**src/hdl/dsa_pkg.sv**
```systemverilog
`timescale 1ns / 1ps
`default_nettype none
// ----------------------------------------------------------------------------
// dsa_pkg: shared types for the deadline slot allocator
// Item layouts, controller states and fixed field widths.
// ----------------------------------------------------------------------------
package dsa_pkg;

  localparam int unsigned TOTAL_BITS  = 22;
  localparam int unsigned CFG_BITS    = 7;
  localparam logic [CFG_BITS-1:0] SLOTS_RESET = 7'd64;

  typedef struct packed {
    logic        start_new_set;
    logic [7:0]  job_id;
    logic [15:0] profit;
    logic [7:0]  deadline;
  } in_item_t;

  typedef struct packed {
    logic                  placed;
    logic [5:0]            slot_index;
    logic [7:0]            job_id_out;
    logic [TOTAL_BITS-1:0] running_sum;
  } out_item_t;

  typedef enum logic [1:0] {
    ST_CLEAR,
    ST_IDLE,
    ST_LAUNCH,
    ST_SEARCH
  } state_t;

endpackage
`default_nettype wire

```
**src/hdl/deadline_slot_allocator.sv**
```systemverilog
`timescale 1ns / 1ps
`default_nettype none
// ----------------------------------------------------------------------------
// deadline_slot_allocator: greedy job sequencing with deadlines
// Places each job in the latest free slot at or before its deadline.
// ----------------------------------------------------------------------------
// Flow: accept, then LAUNCH; when L = min(deadline, slot count, MAX_SLOTS) is 0,
//   LAUNCH reports a drop, else SEARCH probes down from slot L - 1, one read per cycle.
// A job with start_new_set set first sweeps the slot map. One item at a time:
//   busy drops with done, so the next item can be accepted in that same cycle.
// Reset: synchronous; clears the total and sweeps the slot map (busy high),
//   slot count returns to 64. Results cannot be stalled.
module deadline_slot_allocator #(
  parameter int unsigned MAX_SLOTS   = 64,
  parameter int unsigned PROFIT_BITS = 16
) (
  input  wire logic                          clk,
  input  wire logic                          rst,
  // item input
  input  wire logic                          start,
  input  wire dsa_pkg::in_item_t             item_in,
  output logic                               busy,
  // result output, one cycle strobe
  output logic                               done,
  output dsa_pkg::out_item_t                 result,
  // slot count register
  input  wire logic                          cfg_wr_en,
  input  wire logic [dsa_pkg::CFG_BITS-1:0]  cfg_wr_data
);

  // Address width of the slot map, and a count wide enough to hold MAX_SLOTS.
  localparam int unsigned AW = (MAX_SLOTS > 1) ? $clog2(MAX_SLOTS) : 1;
  localparam int unsigned CW = AW + 1;
  // Width used to compare deadline, register and MAX_SLOTS.
  localparam int unsigned LW = (CW > 8) ? CW : 8;
  localparam int unsigned TB = dsa_pkg::TOTAL_BITS;
  // Profit is taken in its low PROFIT_BITS bits.
  localparam logic [15:0] PROFIT_MASK =
    (PROFIT_BITS >= 16) ? 16'hFFFF : 16'((32'd1 << PROFIT_BITS) - 32'd1);
  localparam logic [AW-1:0] LAST_ADDR = AW'(MAX_SLOTS - 1);

  // ---------------------------------------------------------------------
  // Registers
  // ---------------------------------------------------------------------
  dsa_pkg::state_t state, state_next;

  logic [dsa_pkg::CFG_BITS-1:0] slots_in_use;
  logic [TB-1:0]                total;        // running profit of this set
  logic                         resume;       // sweep was started by a job
  logic [AW-1:0]                clr_addr;     // sweep pointer
  logic [7:0]                   job_q;
  logic [15:0]                  profit_q;
  logic [CW-1:0]                limit;        // number of slots to probe
  logic [AW-1:0]                probe_addr;   // next entry to read
  logic [CW-1:0]                probe_left;   // reads still to issue
  logic                         rd_valid;     // rd_data belongs to a probe
  logic                         rd_last;      // that probe was slot 0
  logic [AW-1:0]                rd_addr_q;
  logic                         rd_data;

  // Slot occupied map: one bit per slot, one write and one read port.
  logic slot_mem [MAX_SLOTS];

  // ---------------------------------------------------------------------
  // Item decode at accept: effective limit = min(deadline, count, MAX_SLOTS)
  // ---------------------------------------------------------------------
  logic          accept;
  logic [LW-1:0] cnt_ext;
  logic [LW-1:0] cnt_eff;
  logic [LW-1:0] dl_ext;
  logic [LW-1:0] limit_w;

  assign accept  = start && !busy;
  assign cnt_ext = LW'(slots_in_use);
  assign cnt_eff = (cnt_ext > LW'(MAX_SLOTS)) ? LW'(MAX_SLOTS) : cnt_ext;
  assign dl_ext  = LW'(item_in.deadline);
  assign limit_w = (dl_ext < cnt_eff) ? dl_ext : cnt_eff;

  // ---------------------------------------------------------------------
  // Search decisions: a probe result is registered and arrives in the cycle after its read.
  // A free entry ends the search; an occupied slot 0 means no slot left.
  // ---------------------------------------------------------------------
  logic found;
  logic miss;
  logic issue;
  logic clear_last;

  assign found      = (state == dsa_pkg::ST_SEARCH) && rd_valid && !rd_data;
  assign miss       = (state == dsa_pkg::ST_SEARCH) && rd_valid && rd_data && rd_last;
  assign issue      = (state == dsa_pkg::ST_SEARCH) && !found && !miss &&
                      (probe_left != '0);
  assign clear_last = (clr_addr == LAST_ADDR);

  // Saturating add of the job's profit to the set total.
  logic [TB:0]   sum_w;
  logic [TB-1:0] total_sat;

  assign sum_w     = {1'b0, total} + (TB+1)'(profit_q);
  assign total_sat = sum_w[TB] ? {TB{1'b1}} : sum_w[TB-1:0];

  // slot_index carries the low six bits of the slot number.
  logic [15:0] slot_wide;
  assign slot_wide = 16'(rd_addr_q);

  // Memory write port: sweep writes zero, a placed job marks its slot.
  logic          mem_we;
  logic [AW-1:0] mem_waddr;
  logic          mem_wdata;

  always_comb begin
    mem_we    = 1'b0;
    mem_waddr = clr_addr;
    mem_wdata = 1'b0;
    if (state == dsa_pkg::ST_CLEAR) begin
      mem_we = 1'b1;
    end else if (found) begin
      mem_we    = 1'b1;
      mem_waddr = rd_addr_q;
      mem_wdata = 1'b1;
    end
  end

  always_ff @(posedge clk) begin
    if (mem_we) begin
      slot_mem[mem_waddr] <= mem_wdata;
    end
    if (issue) begin
      rd_data <= slot_mem[probe_addr];
    end
  end

  // ---------------------------------------------------------------------
  // Controller
  // ---------------------------------------------------------------------
  always_ff @(posedge clk) begin
    if (rst) begin
      state <= dsa_pkg::ST_CLEAR;
    end else begin
      state <= state_next;
    end
  end

  always_comb begin
    state_next = state;
    busy       = 1'b1;
    unique case (state)
      dsa_pkg::ST_CLEAR: begin
        if (clear_last) begin
          state_next = resume ? dsa_pkg::ST_LAUNCH : dsa_pkg::ST_IDLE;
        end
      end
      dsa_pkg::ST_IDLE: begin
        busy = 1'b0;
        if (start) begin
          state_next = item_in.start_new_set ? dsa_pkg::ST_CLEAR : dsa_pkg::ST_LAUNCH;
        end
      end
      dsa_pkg::ST_LAUNCH: begin
        state_next = (limit == '0) ? dsa_pkg::ST_IDLE : dsa_pkg::ST_SEARCH;
      end
      dsa_pkg::ST_SEARCH: begin
        if (found || miss) begin
          state_next = dsa_pkg::ST_IDLE;
        end
      end
      default: begin
        state_next = dsa_pkg::ST_IDLE;
      end
    endcase
  end

  // ---------------------------------------------------------------------
  // Datapath and control registers
  // ---------------------------------------------------------------------
  always_ff @(posedge clk) begin
    if (rst) begin
      slots_in_use <= dsa_pkg::SLOTS_RESET;
      total        <= '0;
      resume       <= 1'b0;
      clr_addr     <= '0;
      rd_valid     <= 1'b0;
      done         <= 1'b0;
    end else begin
      // strobe on a placement, a drop, or an empty probe range
      done <= found || miss || ((state == dsa_pkg::ST_LAUNCH) && (limit == '0));
      if (cfg_wr_en) begin
        slots_in_use <= cfg_wr_data;
      end

      if (state == dsa_pkg::ST_CLEAR) begin
        clr_addr <= clr_addr + AW'(1);
        if (clear_last) begin
          resume <= 1'b0;
        end
      end

      if (accept) begin
        job_q    <= item_in.job_id;
        profit_q <= item_in.profit & PROFIT_MASK;
        limit    <= CW'(limit_w);
        if (item_in.start_new_set) begin
          total    <= '0;
          resume   <= 1'b1;
          clr_addr <= '0;
        end
      end

      if (state == dsa_pkg::ST_LAUNCH) begin
        probe_addr <= AW'(limit - CW'(1));
        probe_left <= limit;
        rd_valid   <= 1'b0;
        if (limit == '0) begin
          result.placed      <= 1'b0;
          result.slot_index  <= '0;
          result.job_id_out  <= job_q;
          result.running_sum <= total;
        end
      end

      if (state == dsa_pkg::ST_SEARCH) begin
        rd_valid <= issue;
        if (issue) begin
          rd_addr_q  <= probe_addr;
          rd_last    <= (probe_left == CW'(1));
          probe_addr <= probe_addr - AW'(1);
          probe_left <= probe_left - CW'(1);
        end
      end

      if (found) begin
        total              <= total_sat;
        result.placed      <= 1'b1;
        result.slot_index  <= slot_wide[5:0];
        result.job_id_out  <= job_q;
        result.running_sum <= total_sat;
      end else if (miss) begin
        result.placed      <= 1'b0;
        result.slot_index  <= '0;
        result.job_id_out  <= job_q;
        result.running_sum <= total;
      end
    end
  end

endmodule
`default_nettype wire

```
**config.mk**
```make
export PLATFORM = sky130hd
export DESIGN_NAME = deadline_slot_allocator
export DESIGN_NICKNAME = d
export VERILOG_FILES = /design/src/hdl/dsa_pkg.sv /design/src/hdl/deadline_slot_allocator.sv
export SDC_FILE = /design/constraint.sdc
export NUM_CORES = 1
export LEC_CHECK = 0
export ABC_AREA = 1
export BUFFER_PORTS_ARGS = -buffer_cell sky130_fd_sc_hd__buf_2
export CAP_MARGIN = 25
export CORE_ASPECT_RATIO = 1.25
export CORE_UTILIZATION = 60
export CTS_CLUSTER_DIAMETER = 150
export DETAILED_ROUTE_END_ITERATION = 8
export PLACE_DENSITY_LB_ADDON = 0.1
export REMOVE_ABC_BUFFERS = 1
export SLEW_MARGIN = 10
export SYNTH_ARGS = -nofsm -noshare
export SYNTH_HDL_FRONTEND = slang
export SYNTH_SLANG_ARGS = --single-unit
```
**constraint.sdc**
```tcl
create_clock -name clk -period 3.97 [get_ports clk]
set_clock_uncertainty 0.05 [all_clocks]
set_input_delay 0.397 -clock clk [delete_from_list [all_inputs] [get_ports clk]]
set_output_delay 0.397 -clock clk [all_outputs]
set_load 0.05 [all_outputs]
```
# Yosys cells after proc, flatten, opt, wreduce, memory -nomap -nowiden
# Memories as Yosys holds them, arrays and structs flattened. A register that Yosys moved wholly into a read port is not among the register bits.
# Cells that the tools add are included.
# totals
regBits	128
latch_bits	0
ramBits	64
rom_bits	0
output_inout_bits	39
wordCells	102
n_memories	1
# memory_table
memory	depth	width	rd	rd_clocked_by_memory_dff	wr	line_no	rtl
slot_mem	64	1	1	1	1	deadline_slot_allocator.sv:62	logic slot_mem [MAX_SLOTS];
# op_classes
n_addsub	5
n_mul	0
n_div	0
magnitude_cmp	2
eq_ne	8
shifts	0
muxes	40
bitwise	1
n_reduce_logical	27
# op_table
cell	count
37-bit 2-to-1 mux	3
22-bit 2-to-1 mux	4
6-bit 2-to-1 mux	8
36-bit 2-to-1 mux	1
7-bit 2-to-1 mux	5
22-bit by 16-bit adder with 23-bit output	1
1-bit 2-to-1 mux	12
2-bit 2-to-1 mux	6
6-bit by 1-bit subtractor with 6-bit output, second input constant	2
1-bit logical AND	9
3-bit AND reduction	3
8-bit by 7-bit < comparator with 1-bit output	1
2-bit one-hot mux with 4 select lines	1
7-bit by 1-bit equality test with 1-bit output, second input constant	1
7-bit greater-than comparator, second input constant	1
7-bit logical NOT	1
7-bit nonzero test	1
7-bit by 1-bit subtractor with 7-bit output, second input constant	1
6-bit by 1-bit adder with 6-bit output, second input constant	1
6-bit equality test, second input constant	1
2-bit nonzero test	3
3-bit nonzero test	2
2-bit equality test, second input constant	2
2-bit != test, second input constant	2
other kinds (7)	11

# Longest topological paths before layout
# depth
ltp_word	9
mapped_depth	14
mapped_depth_nobuf	14

# Worst setup path before layout
# OpenSTA, ideal clock, no wires.
# synth_path
kind	reg-to-reg
start	register state[1]
end	register job_q[0] (enable)
setup_ps	458
arrival_ps	2991
required_ps	3462
setup_slack_ps	471
stages_incl_launch_ff	4
path_buffers	0
path_cell_list	dfxtp_1 -> inv_1 -> nand2_1 -> nor3_1
# synth_between
elab_chain_cells	3
# synth_lines
element	line_no	rtl
start, declared	deadline_slot_allocator.sv:45	dsa_pkg::state_t state, state_next;
start signal, assigned	deadline_slot_allocator.sv:137	state <= dsa_pkg::ST_CLEAR;
start signal, assigned	deadline_slot_allocator.sv:139	state <= state_next;
2-bit by 1-bit equality test with 1-bit output	deadline_slot_allocator.sv:146	unique case (state)
1-bit logical AND	deadline_slot_allocator.sv:73	assign accept = start && !busy;
2-bit AND reduction (no line)	n/a	
end signal, assigned	deadline_slot_allocator.sv:198	job_q <= item_in.job_id;
end, declared	deadline_slot_allocator.sv:51	logic [7:0] job_q;
# Every way passes these cells.
# A chain may end at the register's enable or synchronous reset.

# Final worst setup path
# layout_path
start	register profit_q[0]
end	register result[5] (netlist name), data pin
# layout_between
elab_chain_cells	3
# layout_lines
element	line_no	rtl
start, declared	deadline_slot_allocator.sv:52	logic [15:0] profit_q;
start signal, assigned	deadline_slot_allocator.sv:199	profit_q <= item_in.profit & PROFIT_MASK;
22-bit by 16-bit adder with 23-bit output	deadline_slot_allocator.sv:98	assign sum_w = {1'b0, total} + (TB+1)'(profit_q);
22-bit 2-to-1 mux	deadline_slot_allocator.sv:99	assign total_sat = sum_w[TB] ? {TB{1'b1}} : sum_w[TB-1:0];
36-bit 2-to-1 mux	deadline_slot_allocator.sv:230	if (found) begin
end, declared	deadline_slot_allocator.sv:25	output dsa_pkg::out_item_t result,
# Every way passes these cells.

==> results list <==
- In the final layout, flip-flops and latches occupy approximately 5400 um^2.
- TritonCTS clock tree: done
* Crit path time final: between 2 and 3 ns
- Port Buffer Count: 82
* Via count of the first global-routing pass: between 7000 and 8000
- Number of top-level design ports: 83
- The congestion estimate from routability-driven global placement came to between 0.9 and 1.
* DR iter-0 viols: ~570
* Number of storage elements in the synthesis netlist: between 150 and 200
- By instance count, the leading cell after synthesis is nand2_1.
- By startpoint and endpoint, the worst setup path is classified as register to register.
- R2R Path Start: profit_q[0]
- Counting every instance in the synthesized netlist gives roughly 1100.
- The first global-routing pass estimated 33100 um of wire.
- Remaining global-route overflow: 0
- Detailed placement ended at an HPWL of 14800 um.
* RSZ-0062 raised after global routing: false
- Post-layout nets: about 1300
* Post-synth top area share: a little under half
- The die is between 100 and 150 um tall.
* Proportion of synthesized chip area in sequential cells: approximately 56%
* Initial core utilization: roughly three fifths
* Setup TNS Final: 0 ns
- Worst hold stages: 1
- Register-to-Register Setup Slack: between 1 and 1.5 ns
- Overall track demand over capacity in global routing: about a quarter
- After synthesis, the netlist uses 38 different library cells.
- For this run, the leading register cell type out of synthesis is edfxtp_1.
- Number of gates given a new drive strength after cts: 0
* Worst reg2reg endpoint: result[5]
- Biggest area consumer among synthesized cells: edfxtp_1
- For this run, the number of Yosys warnings is 0.
- Min-Delay Endpoint: job_q[0]
- The die covers between 15000 and 20000 um^2.
- With fillers left out, the area of the finished cells amounts to 10800 um^2.
- The placed instances occupy a cell area of just over 10000 um^2.
- Category of the worst setup path capture point: register
- The initialized floorplan defines about 50 standard-cell rows.
- Once the clock tree was built, the setup fixing pass inserted 0 buffers.
* Result of the run: finished, final reports clean
- End-of-flow core utilization: between 60% and 70%
- Fill cells in the final layout number around 1300.
- Largest cells by area after synthesis: edfxtp_1, nand2_1, dfxtp_1
- Overall power consumption after layout is estimated at 3.94 mW.
- The longest clock path from root to sink contains 2 buffers.
- Share of synthesized registers carrying an async set or reset: 0%
* Routed via count: roughly 7500
* Area of the mapped netlist: roughly 9700 um^2
- Maximum fanout along the worst path: 11
* Critical path data arrival time: approximately 2.8 ns
* Inserted Clock Buffers: 17
- The analysis attributes to cell leakage a power of approximately 4.5 nW.
- The final max-slew violation count is 0.
* Fmax: roughly 370 MHz
- Worst-Skew Late Latency: approximately 0.44 ns
* Post-DR vias/cell: about 5.3
* Root buffer cell: clkbuf_16
* Clock-pin slew reported for the worst setup and hold paths after clock tree synthesis: 0.07 ns
- The H-tree was split into 4 levels.
- Slew of the pin with the lowest slew margin: about 0.83 ns
- Routed wire per std cell: 14.9 um
- Number of antenna violations at the first check in global routing: 0
* Area growth from synthesis to layout: 12.0%
* Average cell area after synthesis: between 8 and 9 um^2
* Number of enable flip-flop cells after synthesis: ~150
- Final hold violation count: 0
- The multi-input combinational cells in the finished layout cover a total of 3730 um^2.
* Kind of start point of the critical path: register
- Detailed Route WL: around 21000 um
- Number of maximum-capacitance violations: 0
* Final period utilization: between 60% and 70%
- Worst hold path type: input port to register
- Ant diodes: 0
- In this run the most critical hold path is launched from item_in[24].
* Number of cells on the worst reg-to-reg path: 10
- Power density relative to cell area: 363 nW/um^2
- Antenna Violating Nets Remaining: 0
- At the worst endpoint, the required time is ~4 ns.
* Worst-case headroom to the max-slew limit: ~45%
* Worst vdd rail ir drop: 0.301 mV
- Cells with a size suffix above 1 make up about an eighth of the layout.
- Measured along the x axis, the die boundary spans 116 um.
- By count the netlist is led by nand2_1, nor2_1, edfxtp_1.
- Maximum number of pins on one net before global-route repair: 77
* DR DRC count: 0
- The number of hold buffers added after CTS was 0.
- Setup violations remaining at the end of the flow were counted as 0.
- Number of optimization iterations in the first detailed-route pass: 5
- Counting every sink on the clock net gives just under 200.
* Core ar.: 15700 um^2
==> per-layer routing <==
metal	vias to the layer above	wire, um	GRT usage, %
li1	3835	-	-
met1	3464	8740	29.2
met2	154	11200	49.2
met3	38	625	4.61
met4	0	580	11.5
met5	-	0	0
==> final cells by class <==
type	instances	share of cell area, %
clock buffers	21	4.06
clock inverters	11	0.762
inverters	119	4.12
multi-input cells	765	34.4
flip-flops and latches	193	49.8
well taps	212	2.45
repair buffers	91	4.41
==> worst max path at each step <==
stage | start | end | slack (ns)
2_1_floorplan | state[1] | result[0] | 0.42
3_3_place_gp | state[0] | slot_mem[57] | 1.43
3_5_place_dp | profit_q[0] | result[5] | 1.29
4_1_cts | profit_q[0] | result[5] | 1.27
5_1_grt | profit_q[0] | result[5] | 1.06
6_report | profit_q[0] | result[5] | 1.29
==> layout by cell type (no fill, tap or decap), drive strengths merged, types with 2 or more instances in the layout <==
master,synthesis,layout
nor3,18,18
nand2,274,274
buf,12,91
or2,2,2
a31oi,3,3
xnor2,5,5
clkinv,0,6
nand4,8,8
o211ai,11,11
o22ai,6,6
edfxtp,153,153
a21oi,43,43
clkbuf,17,21
and2,3,3
nor2,186,186
nand3b,2,2
o21ai,86,86
xor2,17,17
dfxtp,40,40
ha,27,27
inv,119,122
clkinvlp,0,2
nand3,68,68
==> cell families (layout without fill, tap and decap cells) <==
| group | Yosys count | in the layout | synth area share (%) |
|---|---|---|---|
| simple gates | 563 | 563 | 24.0 |
| flops | 193 | 193 | 55.7 |
| compound gates | 152 | 152 | 8.70 |
| buf+inv | 148 | 242 | 5.93 |
| fa+ha+maj | 28 | 28 | 3.70 |
| xor+xnor | 22 | 22 | 1.99 |
==> power by group <==
group / total, mW / internal (mW) / switching (mW)
clock network: 1.54 / 0.806 / 0.739
logic: 0.194 / 0.0690 / 0.125
registers: 2.20 / 2.18 / 0.0197
==> worst max-delay path: stages (launching register included) <==
cell and delay (ns):
edfxtp_1 0.38, ha_1 0.24, fa_1 0.44, nand2_1 0.09, nand3_1 0.08, nand2_1 0.12, o21ai_1 0.12, nand2_1 0.10
nand3_1 0.31, o21ai_0 0.40, nand2_1 0.09
==> registers in the layout, indices dropped and copies added (netlist names) <==
register and cells:
profit_q 16, done 1, resume 1, result 37, slots_in_use 7, slot_mem 64
rd_addr_q 6, limit 7, rd_last 1, rd_valid 1, total 22, job_q 8
probe_addr 6, state 2, rd_data 1, probe_left 7, clr_addr 6
==> stage by stage <==
stage / cells / setup WS [ns] / hold slack (ns)
2_1_floorplan: 1077 / 0.421 / 0.350
3_3_place_gp: 1380 / 1.43 / 0.351
3_5_place_dp: 1380 / 1.29 / 0.355
4_1_cts: 1412 / 1.27 / 0.0746
5_1_grt: 1412 / 1.06 / 0.0650
6_report: 1412 / 1.29 / 0.0811
Note: power is estimated with default switching activity, not from simulation.
